==> src/rtl/spdr_pkg.sv <==
// ----------------------------------------------------------------------------
// spdr_pkg
// shared types and constants of the serial packet deframer and router
// ----------------------------------------------------------------------------
`default_nettype none

package spdr_pkg;

	localparam logic [7:0]  DELIM_RESET   = 8'd126;
	localparam logic [15:0] LOCAL_RESET   = 16'd1;
	localparam logic [15:0] MAXLEN_RESET  = 16'd400;
	localparam logic [15:0] MIN_ROUTED    = 16'd4;
	localparam logic [15:0] BCAST_ADDR    = 16'hffff;

	typedef enum logic [1:0] {
		CFG_DELIM  = 2'd0,
		CFG_LOCAL  = 2'd1,
		CFG_MAXLEN = 2'd2
	} cfg_idx_t;

	typedef enum logic [1:0] {
		PH_HUNT   = 2'd0,
		PH_LEN_HI = 2'd1,
		PH_LEN_LO = 2'd2,
		PH_DATA   = 2'd3
	} phase_t;

	typedef enum logic [2:0] {
		V_NONE    = 3'd0,
		V_DROP    = 3'd1,
		V_LOCAL   = 3'd2,
		V_FORWARD = 3'd3,
		V_BOTH    = 3'd4
	} verdict_t;

	typedef struct packed {
		logic [7:0]  delimiter_value;
		logic [15:0] local_address;
		logic [15:0] max_length;
	} cfg_t;

	typedef struct packed {
		logic [7:0]  data_byte;
		logic [15:0] byte_index;
		logic        last_byte;
		verdict_t    verdict;
		logic        length_error;
		logic        base_station;
	} res_t;

endpackage

`default_nettype wire

==> src/rtl/spdr_parser.sv <==
// ----------------------------------------------------------------------------
// spdr_parser
// framing state machine: delimiter hunt, length check, payload and routing
// ----------------------------------------------------------------------------
`default_nettype none

module spdr_parser (
	input  wire logic          clk,
	input  wire logic          arst_n,
	input  wire logic          step,
	input  wire logic [7:0]    rx_byte,
	input  wire spdr_pkg::cfg_t cfg,
	output logic               res_valid,
	output spdr_pkg::res_t     res
);
	import spdr_pkg::*;

	phase_t      phase_q, phase_d;
	logic [15:0] exp_len_q, exp_len_d;
	logic [15:0] seen_q, seen_d;
	logic [15:0] dest_q, dest_d;
	logic        base_q, base_d;

	logic [15:0] len_w;
	logic [15:0] seen_inc;
	logic        last_w;
	verdict_t    route_w;

	always_ff @(posedge clk or negedge arst_n) begin
		if (!arst_n) begin
			phase_q   <= PH_HUNT;
			exp_len_q <= '0;
			seen_q    <= '0;
			dest_q    <= '0;
			base_q    <= 1'b0;
		end else if (step) begin
			phase_q   <= phase_d;
			exp_len_q <= exp_len_d;
			seen_q    <= seen_d;
			dest_q    <= dest_d;
			base_q    <= base_d;
		end
	end

	assign len_w    = {exp_len_q[15:8], rx_byte};
	assign seen_inc = seen_q + 16'd1;
	assign last_w   = (seen_inc == exp_len_q);

	always_comb begin
		phase_d   = phase_q;
		exp_len_d = exp_len_q;
		seen_d    = seen_q;
		dest_d    = dest_q;
		base_d    = base_q;
		res_valid = 1'b0;
		route_w   = V_NONE;
		res       = '{data_byte: 8'd0, byte_index: 16'd0, last_byte: 1'b0,
			verdict: V_NONE, length_error: 1'b0, base_station: base_q};
		case (phase_q)
			PH_HUNT: begin
				if (rx_byte == cfg.delimiter_value) begin
					phase_d = PH_LEN_HI;
				end
			end
			PH_LEN_HI: begin
				exp_len_d = {rx_byte, 8'd0};
				phase_d   = PH_LEN_LO;
			end
			PH_LEN_LO: begin
				if (len_w == 16'd0 || len_w > cfg.max_length) begin
					exp_len_d        = '0;
					phase_d          = PH_HUNT;
					res_valid        = step;
					res.length_error = 1'b1;
				end else begin
					exp_len_d = len_w;
					seen_d    = '0;
					phase_d   = PH_DATA;
				end
			end
			PH_DATA: begin
				// first two payload bytes form the destination address
				if (seen_q == 16'd0) begin
					dest_d = {rx_byte, 8'd0};
				end else if (seen_q == 16'd1) begin
					dest_d = {dest_q[15:8], rx_byte};
				end
				seen_d = seen_inc;
				if (last_w) begin
					if (exp_len_q < MIN_ROUTED) begin
						route_w = V_DROP;
					end else if (dest_d == 16'd0 || dest_d == BCAST_ADDR) begin
						route_w = V_BOTH;
					end else if (dest_d == cfg.local_address) begin
						route_w = V_LOCAL;
					end else begin
						route_w = V_FORWARD;
					end
					if (route_w != V_DROP) begin
						base_d = 1'b1;
					end
					phase_d = PH_HUNT;
					seen_d  = '0;
				end
				res_valid        = step;
				res.data_byte    = rx_byte;
				res.byte_index   = seen_q;
				res.last_byte    = last_w;
				res.verdict      = route_w;
				res.base_station = base_d;
			end
			default: begin
				phase_d = PH_HUNT;
			end
		endcase
	end

endmodule

`default_nettype wire

==> src/rtl/spdr_result_reg.sv <==
// ----------------------------------------------------------------------------
// spdr_result_reg
// result register holding one result until the downstream side takes it
// ----------------------------------------------------------------------------
`default_nettype none

module spdr_result_reg (
	input  wire logic           clk,
	input  wire logic           arst_n,
	input  wire logic           load,
	input  wire logic           in_valid,
	input  wire spdr_pkg::res_t in_res,
	output logic                out_valid,
	output spdr_pkg::res_t      out_res
);
	import spdr_pkg::*;

	logic valid_s2;
	res_t res_s2;

	always_ff @(posedge clk or negedge arst_n) begin
		if (!arst_n) begin
			valid_s2 <= 1'b0;
		end else if (load) begin
			valid_s2 <= in_valid;
		end
	end

	always_ff @(posedge clk) begin
		if (load && in_valid) begin
			res_s2 <= in_res;
		end
	end

	assign out_valid = valid_s2;
	assign out_res   = res_s2;

endmodule

`default_nettype wire

==> src/rtl/serial_packet_deframer_router_top.sv <==
// ----------------------------------------------------------------------------
// serial_packet_deframer_router_top
// length-prefixed serial deframer with destination routing verdict
// ----------------------------------------------------------------------------
// path: a byte passes the input register and the parse step into the result
//   register, which holds its result while res_stall is high
// throughput: one byte per cycle unless res_stall holds the result register,
//   set by the single parse step; a header gives a result only on a length error
// reset: phase, counters, address and base-station flag clear, valids drop,
//   configuration returns to delimiter 126, address 1, max length 400
`default_nettype none

module serial_packet_deframer_router_top (
	input  wire logic        clk,
	input  wire logic        arst_n,
	input  wire logic        rx_valid,
	output logic             rx_stall,
	input  wire logic [7:0]  rx_byte,
	output logic             res_valid,
	input  wire logic        res_stall,
	output logic [7:0]       data_byte,
	output logic [15:0]      byte_index,
	output logic             last_byte,
	output logic [2:0]       verdict,
	output logic             length_error,
	output logic             base_station,
	input  wire logic        cfg_valid,
	output logic             cfg_ready,
	input  wire logic [1:0]  cfg_index,
	input  wire logic [15:0] cfg_data
);
	import spdr_pkg::*;

	cfg_t        cfg_q;
	logic        valid_s1;
	logic [7:0]  byte_s1;
	logic        adv;
	logic        step;
	logic        p_valid;
	res_t        p_res;
	res_t        o_res;

	assign cfg_ready = 1'b1;

	always_ff @(posedge clk or negedge arst_n) begin
		if (!arst_n) begin
			cfg_q.delimiter_value <= DELIM_RESET;
			cfg_q.local_address   <= LOCAL_RESET;
			cfg_q.max_length      <= MAXLEN_RESET;
		end else if (cfg_valid && cfg_ready) begin
			case (cfg_index)
				CFG_DELIM:  cfg_q.delimiter_value <= cfg_data[7:0];
				CFG_LOCAL:  cfg_q.local_address   <= cfg_data;
				CFG_MAXLEN: cfg_q.max_length      <= cfg_data;
				default: ;
			endcase
		end
	end

	// the parse step runs whenever a byte is held and the result register can take its output
	assign adv      = !res_valid || !res_stall;
	assign step     = valid_s1 && adv;
	assign rx_stall = valid_s1 && !adv;

	always_ff @(posedge clk or negedge arst_n) begin
		if (!arst_n) begin
			valid_s1 <= 1'b0;
		end else if (!rx_stall) begin
			valid_s1 <= rx_valid;
		end
	end

	always_ff @(posedge clk) begin
		if (rx_valid && !rx_stall) begin
			byte_s1 <= rx_byte;
		end
	end

	spdr_parser u_parser (
		.clk       (clk),
		.arst_n    (arst_n),
		.step      (step),
		.rx_byte   (byte_s1),
		.cfg       (cfg_q),
		.res_valid (p_valid),
		.res       (p_res)
	);

	spdr_result_reg u_result (
		.clk       (clk),
		.arst_n    (arst_n),
		.load      (adv),
		.in_valid  (p_valid),
		.in_res    (p_res),
		.out_valid (res_valid),
		.out_res   (o_res)
	);

	assign data_byte    = o_res.data_byte;
	assign byte_index   = o_res.byte_index;
	assign last_byte    = o_res.last_byte;
	assign verdict      = o_res.verdict;
	assign length_error = o_res.length_error;
	assign base_station = o_res.base_station;

	a_err_clean: assert property (@(posedge clk) disable iff (!arst_n)
		res_valid && length_error |->
			data_byte == 8'd0 && byte_index == 16'd0 && !last_byte && verdict == V_NONE)
		else $error("length error result carries payload fields");

	a_verdict_last: assert property (@(posedge clk) disable iff (!arst_n)
		res_valid |-> (last_byte == (verdict != V_NONE)))
		else $error("verdict not aligned with last byte");

	a_routed_flag: assert property (@(posedge clk) disable iff (!arst_n)
		res_valid && last_byte && verdict != V_DROP |-> base_station)
		else $error("routed packet without base-station flag");

	a_stall_full: assert property (@(posedge clk) disable iff (!arst_n)
		rx_stall |-> valid_s1 && res_valid && res_stall)
		else $error("input stalled with room to advance");

endmodule

`default_nettype wire
==> config.mk <==
export PLATFORM = sky130hd
export DESIGN_NAME = serial_packet_deframer_router_top
export DESIGN_NICKNAME = d
export VERILOG_FILES = /design/src/rtl/spdr_pkg.sv /design/src/rtl/spdr_parser.sv /design/src/rtl/spdr_result_reg.sv /design/src/rtl/serial_packet_deframer_router_top.sv
export SDC_FILE = /design/constraint.sdc
export NUM_CORES = 1
export LEC_CHECK = 0
export BUFFER_PORTS_ARGS = -buffer_cell sky130_fd_sc_hd__buf_2
export CAP_MARGIN = 10
export CORE_UTILIZATION = 32
export CTS_CLUSTER_DIAMETER = 80
export DETAILED_ROUTE_END_ITERATION = 12
export HOLD_SLACK_MARGIN = 0.08
export PLACE_DENSITY = 0.53
export SYNTH_ARGS = -nofsm -noshare
export SYNTH_HDL_FRONTEND = slang
export SYNTH_SLANG_ARGS = --single-unit
export TNS_END_PERCENT = 20
==> constraint.sdc <==
create_clock -name clk -period 4.95 [get_ports clk]
set_input_delay 0.99 -clock clk [delete_from_list [all_inputs] [get_ports clk]]
set_output_delay 0.99 -clock clk [all_outputs]
set_load 0.1 [all_outputs]
Word-level counts from Yosys, hierarchy flattened:

Index checks and enable logic that the tools add are counted.

* add/subtract/negate cells: 1
* $lt $le $gt $ge: 2
* eq/ne operators: 15
* muxes and demuxes: 23
* reduce and logical (&&, ||, !) cells: 27

Operator list (number)
* 2-to-1 mux 16 bit: 5
* case mux 16 bit (2 select lines): 2
* logical NOT 16 bit: 3
* equality test 16 bit: 2
* adder 16 x 1 -> 16 bit, second input constant: 1
* equality test 16 x 1 -> 1 bit, second input constant: 1
* equality test 16 bit, second input constant: 1
* > comparator 16 bit: 1
* < comparator 16 x 3 -> 1 bit, second input constant: 1
* 2-to-1 mux 3 bit: 4
* AND reduction 2 bit: 6
* AND reduction 3 bit: 3
* equality test 8 bit: 1
* 2-to-1 mux 8 bit: 1
* case mux 2 bit (4 select lines): 1
* equality test 2 bit, second input constant: 3
* 2-to-1 mux 1 bit: 6
* 2-to-1 mux 2 bit: 3
* != test 2 x 1 -> 1 bit, second input constant: 3
* equality test 2 x 1 -> 1 bit, second input constant: 2
* logical AND 1 bit: 4
* logical NOT 1 bit: 4
* logical NOT 2 bit: 2
* nonzero test 2 bit: 2
* 4 further kinds: 6

* register bits: 131
* input bits: 31
* output and inout bits: 33
* logic and storage cells: 86

Longest topological paths before layout:

* depth after elaboration: 14
* gate-level depth with buffers: 12

Hierarchy:

Synthesis repeated with hierarchy kept, for this count alone.

* cells, all modules: 651
* area total of the unflattened synthesis: 7205.7 um^2

Modules (own cells, without submodules)
* spdr_parser: instances 1, cells each 516, area each 4411.7 um^2
* serial_packet_deframer_router_top: instances 1, cells each 102, area each 1845.5 um^2
* spdr_result_reg: instances 1, cells each 33, area each 948.4 um^2

Worst setup path after synthesis:

Ideal clock, no wire load.

* path type: reg-to-reg
* start point: register cfg_q[8] (netlist bit)
* end point: register u_result.res_s2 (netlist bit u_result.out_res[0]), enable pin
* library setup time: 390 ps
* arrival: 2476 ps
* required time: 4560 ps
* path slack: 2084 ps
* stages on the path, launching flop included: 8
* buffers on the path: 0
* cells stage by stage: dfstp_2 > inv_1 > ha_1 > nand4_1 > nor4_1 > a21boi_0 > o41a_1 > o21a_1

* longest elaborated chain between the ends: 5

Ends and longest elaborated chain
* start, declared: RTL line serial_packet_deframer_router_top.sv:34 `cfg_t cfg_q;`
* > comparator 16 bit: RTL line spdr_parser.sv:70 `if (len_w == 16'd0 || len_w > cfg.max_length) begin`
* logical OR 1 bit: RTL line spdr_parser.sv:70
* 2-to-1 mux 1 bit: RTL line spdr_parser.sv:70
* case mux 1 bit (2 select lines): RTL line spdr_parser.sv:59 `case (phase_q)`
* logical AND 1 bit: RTL line spdr_result_reg.sv:30 `if (load && in_valid) begin`
* end signal, assigned: RTL line spdr_result_reg.sv:31 `res_s2 <= in_res;`
* end, declared: RTL line spdr_result_reg.sv:19 `res_t res_s2;`

No other way between the ends.
A chain may end at the register's enable or synchronous reset.

Final worst setup path:

* start point: register u_parser.seen_q[0]
* end point: register u_parser.seen_q[3]

* longest elaborated chain between the ends: 4

Ends and longest elaborated chain
* start, declared: RTL line spdr_parser.sv:20 `logic [15:0] seen_q, seen_d;`
* start signal, assigned: RTL line spdr_parser.sv:39 `seen_q <= seen_d;`
* adder 16 x 1 -> 16 bit *: RTL line spdr_parser.sv:46 `assign seen_inc = seen_q + 16'd1;`
* equality test 16 bit: RTL line spdr_parser.sv:47 `assign last_w = (seen_inc == exp_len_q);`
* 2-to-1 mux 16 bit *: RTL line spdr_parser.sv:89 `if (last_w) begin`
* case mux 16 bit (2 select lines) *: RTL line spdr_parser.sv:59

Mark *: on every way between the ends. The rest lies on a longest branch, timed or not.

==> impl_metrics.toml <==
[global_routing]
grt_pass1_wl_mm = 31.7
antenna_found_initial = 0
track_usage = 0.176
gr-total-overflow = 0
grt_max_degree = 67
first_global_vias = 5512

[routing]
vias = 5601
wl_met1_mm = 9.59
wl_mm = 19.7
dr.pass1.iters = 8
wl_met3_um = 854
drc = 0
ant_nets = 0
highest-signal-layer = "met4"
wl_met2_mm = 8.99
viasPerCell = 5.41
drtIter0Drc = 558
wl_per_cell_um = 19.0

[floorplanning]
die_w_um = 153
die_h_um = 153
rows = 54
design.die.area_um2 = 23400
core_region_area_um2 = 22100
ios = 64
start_util = 0.330

[cells_and_area]
diodes = 0
final_nets = 796
area_growth_pct = 15.3
fill_cells = 2182
drive_gt1_frac = 0.228
fin_cells = 1036

[sta]
worst_pin_slew_ns = 1.01
fin_skew_ns = 0.0119
slew_violations = 0
fmax_mhz = 280
fin_crit_ns = 3.57
slew_headroom = 0.324
setup-tns-final_ns = 0
hold_viol = 0
layout_setup_ws_ns = 1.38
setup_violations = 0
rsz0062_at_grt = "false"
min_period_over_period = 0.720

[setup_path]
end_kind = "flip-flop"
cp-start-kind = "flip-flop"
crit_type = "reg2reg"
cp-startpoint = "u_parser.seen_q[0]$_DFFE_PN0P_"
crit_path_end = "u_parser.seen_q[3]$_DFFE_PN0P_"
timing.rr.end = "u_parser.seen_q[3]$_DFFE_PN0P_"
r2r_cells = 9
r2r_start = "u_parser.seen_q[0]$_DFFE_PN0P_"
crit_path_max_fanout = 20
cp.arrival_ns = 3.90
crit_required_ns = 5.28
reg2reg_slack_ns = 1.38

[logic_synthesis]
seq_area_frac_synth = 0.477
synth_area_um2 = 7300
synth.avg_cell_area_um2 = 10.6
yosys.area.top_type = "dfrtp_1"
synth_seq_cells = 131
yosys_most_used_dff = "dfrtp_1"
synth-edff-count = 38
synthTopCellsByArea = "dfrtp_1 28%, edfxtp_1 16%, mux2_2 7.7%"
synth_cell_type_count = 71
synth_fp_nets = 742
synthArstFlopShare = 0.710
syn_inst = 689
synth_top_area_share = 0.285
synth-warning-count = 0

[placed_design]
dp_hpwl_mm = 14.1
gp_routability_congestion = 0.895
dp_cells = 1004
io_buffers = 62
dp_slack_ns = 1.43

[clock_tree]
path_clk_slew_ns = 0.06
cts_buffer_depth = 2
cts_buffers = 17
cts_resized = 0
cts_sinks = 131
ctsHoldBuffers = 0
cts_max_level = 4
post_cts_buffers = 0
clock-root-buffer = "clkbuf_16"
insertion_delay_ns = 0.43
cts_tree = "built"

[hold_path]
min_path_type = "reg2reg"
hold_start = "u_parser.base_q$_DFFE_PN0P_"

[power_and_ir_drop]
pwr_density_cell_nw_per_um2 = 440
peakVddDrop_uv = 236
p_leak_uw = 0.00348

[status]
outcome = "finished, final reports clean"

[flow_run]
drv_cap = 0
[cell usage after synthesis, drive strengths merged, types with 13 or more instances]
library cell / count
dfrtp: 83
buf: 23
edfxtp: 38
a21oi: 16
clkbuf: 15
a22o: 16
a31oi: 17
nand2: 49
o22ai: 13
nor4: 19
nor2: 40
mux2: 50
nand3: 16
inv: 48
xor2: 15
o21ai: 13
ha: 22
xnor2: 21
nand4: 26
[cell usage in the layout, fill, tap and decap left out, types with 13 or more instances in the layout]
| cell | instances |
|---|---|
| nand4_1 | 26 |
| xnor2_1 | 21 |
| buf_2 | 61 |
| o22ai_1 | 13 |
| dfrtp_1 | 83 |
| a21oi_1 | 16 |
| a22o_1 | 16 |
| mux2_2 | 50 |
| edfxtp_1 | 38 |
| ha_1 | 22 |
| nand3_1 | 16 |
| nor2_1 | 40 |
| a31oi_1 | 17 |
| nor4_1 | 16 |
| clkbuf_16 | 17 |
| xor2_1 | 15 |
| inv_1 | 48 |
| nand2_1 | 49 |
[worst min-delay path by stage]
stage	endpoint	slack [ns]	depth (start not counted)
3_3_place_gp	u_parser.base_q$_DFFE_PN0P_	0.44	1
3_5_place_dp	u_parser.base_q$_DFFE_PN0P_	0.45	1
5_1_grt	u_parser.base_q$_DFFE_PN0P_	0.46	1
4_1_cts	u_parser.base_q$_DFFE_PN0P_	0.46	1
2_1_floorplan	u_parser.base_q$_DFFE_PN0P_	0.43	1
6_report	u_parser.base_q$_DFFE_PN0P_	0.46	1
[kinds of logic after synthesis]
group                      share of synthesized area
and+or+nand+nor                                0.163
muxes                                         0.0923
buffers and inverters                         0.0514
other                                       0.000514
DFF                                            0.477
adders and majority gates                     0.0391
AOI/OAI and AO/OA                              0.134
xor gates and xnor gates                      0.0432
[metal layers]
metal	vias up	GRT usage
met5	-	0
met4	0	0.0491
met3	22	0.0397
met2	164	0.274
met1	2738	0.245
li1	2677	-
[sequential cells by signal, indices dropped and copies added (netlist names)]
register and flops:
u_parser.phase_q 2, u_parser.base_q 1, cfg_q 40, u_parser.seen_q 16, u_result.out_res 30, u_result.out_valid 1
u_parser.dest_q 16, valid_s1 1, byte_s1 8, u_parser.exp_len_q 16
[worst max-delay path: stages (launching register included)]
cell and delay (ns):
dfrtp_1 0.50, ha_1 0.35, nand3_1 0.36, o2111a_1 0.37
a2111oi_0 0.59, a211oi_1 0.16, nand4b_1 0.13, buf_4 0.27
nand3_1 0.43, o22ai_1 0.30
[report_power, final]
| group | switching [uW] | total [uW] | internal, uW |
|---|---|---|---|
| clock | 491 | 1200 | 713 |
| sequential | 214 | 1510 | 1300 |
| combinational | 666 | 979 | 313 |
[stage by stage]
step | total power [uW] | util | hold slack, ns | area, um^2
4_1_cts | 3730 | 0.381 | 0.459 | 8410
6_report | 3700 | 0.381 | 0.465 | 8410
3_3_place_gp | 2510 | 0.355 | 0.442 | 7850
5_1_grt | 3890 | 0.381 | 0.464 | 8410
2_1_floorplan | 2290 | - | 0.433 | 7300
3_5_place_dp | 2510 | 0.355 | 0.446 | 7850
[layout make-up]
| type | instances | area (um^2) | area share |
|---|---|---|---|
| Timing Repair Buffer | 73 | 395 | 0.0470 |
| Clock inverter | 13 | 110 | 0.0131 |
| Clock buffer | 19 | 453 | 0.0539 |
| Multi-Input combinational cell | 472 | 3440 | 0.409 |
| Inverter | 48 | 180 | 0.0214 |
| Tap cell | 280 | 350 | 0.0417 |
| Sequential cell | 131 | 3480 | 0.414 |
Note: power is estimated with default switching activity, not from simulation.
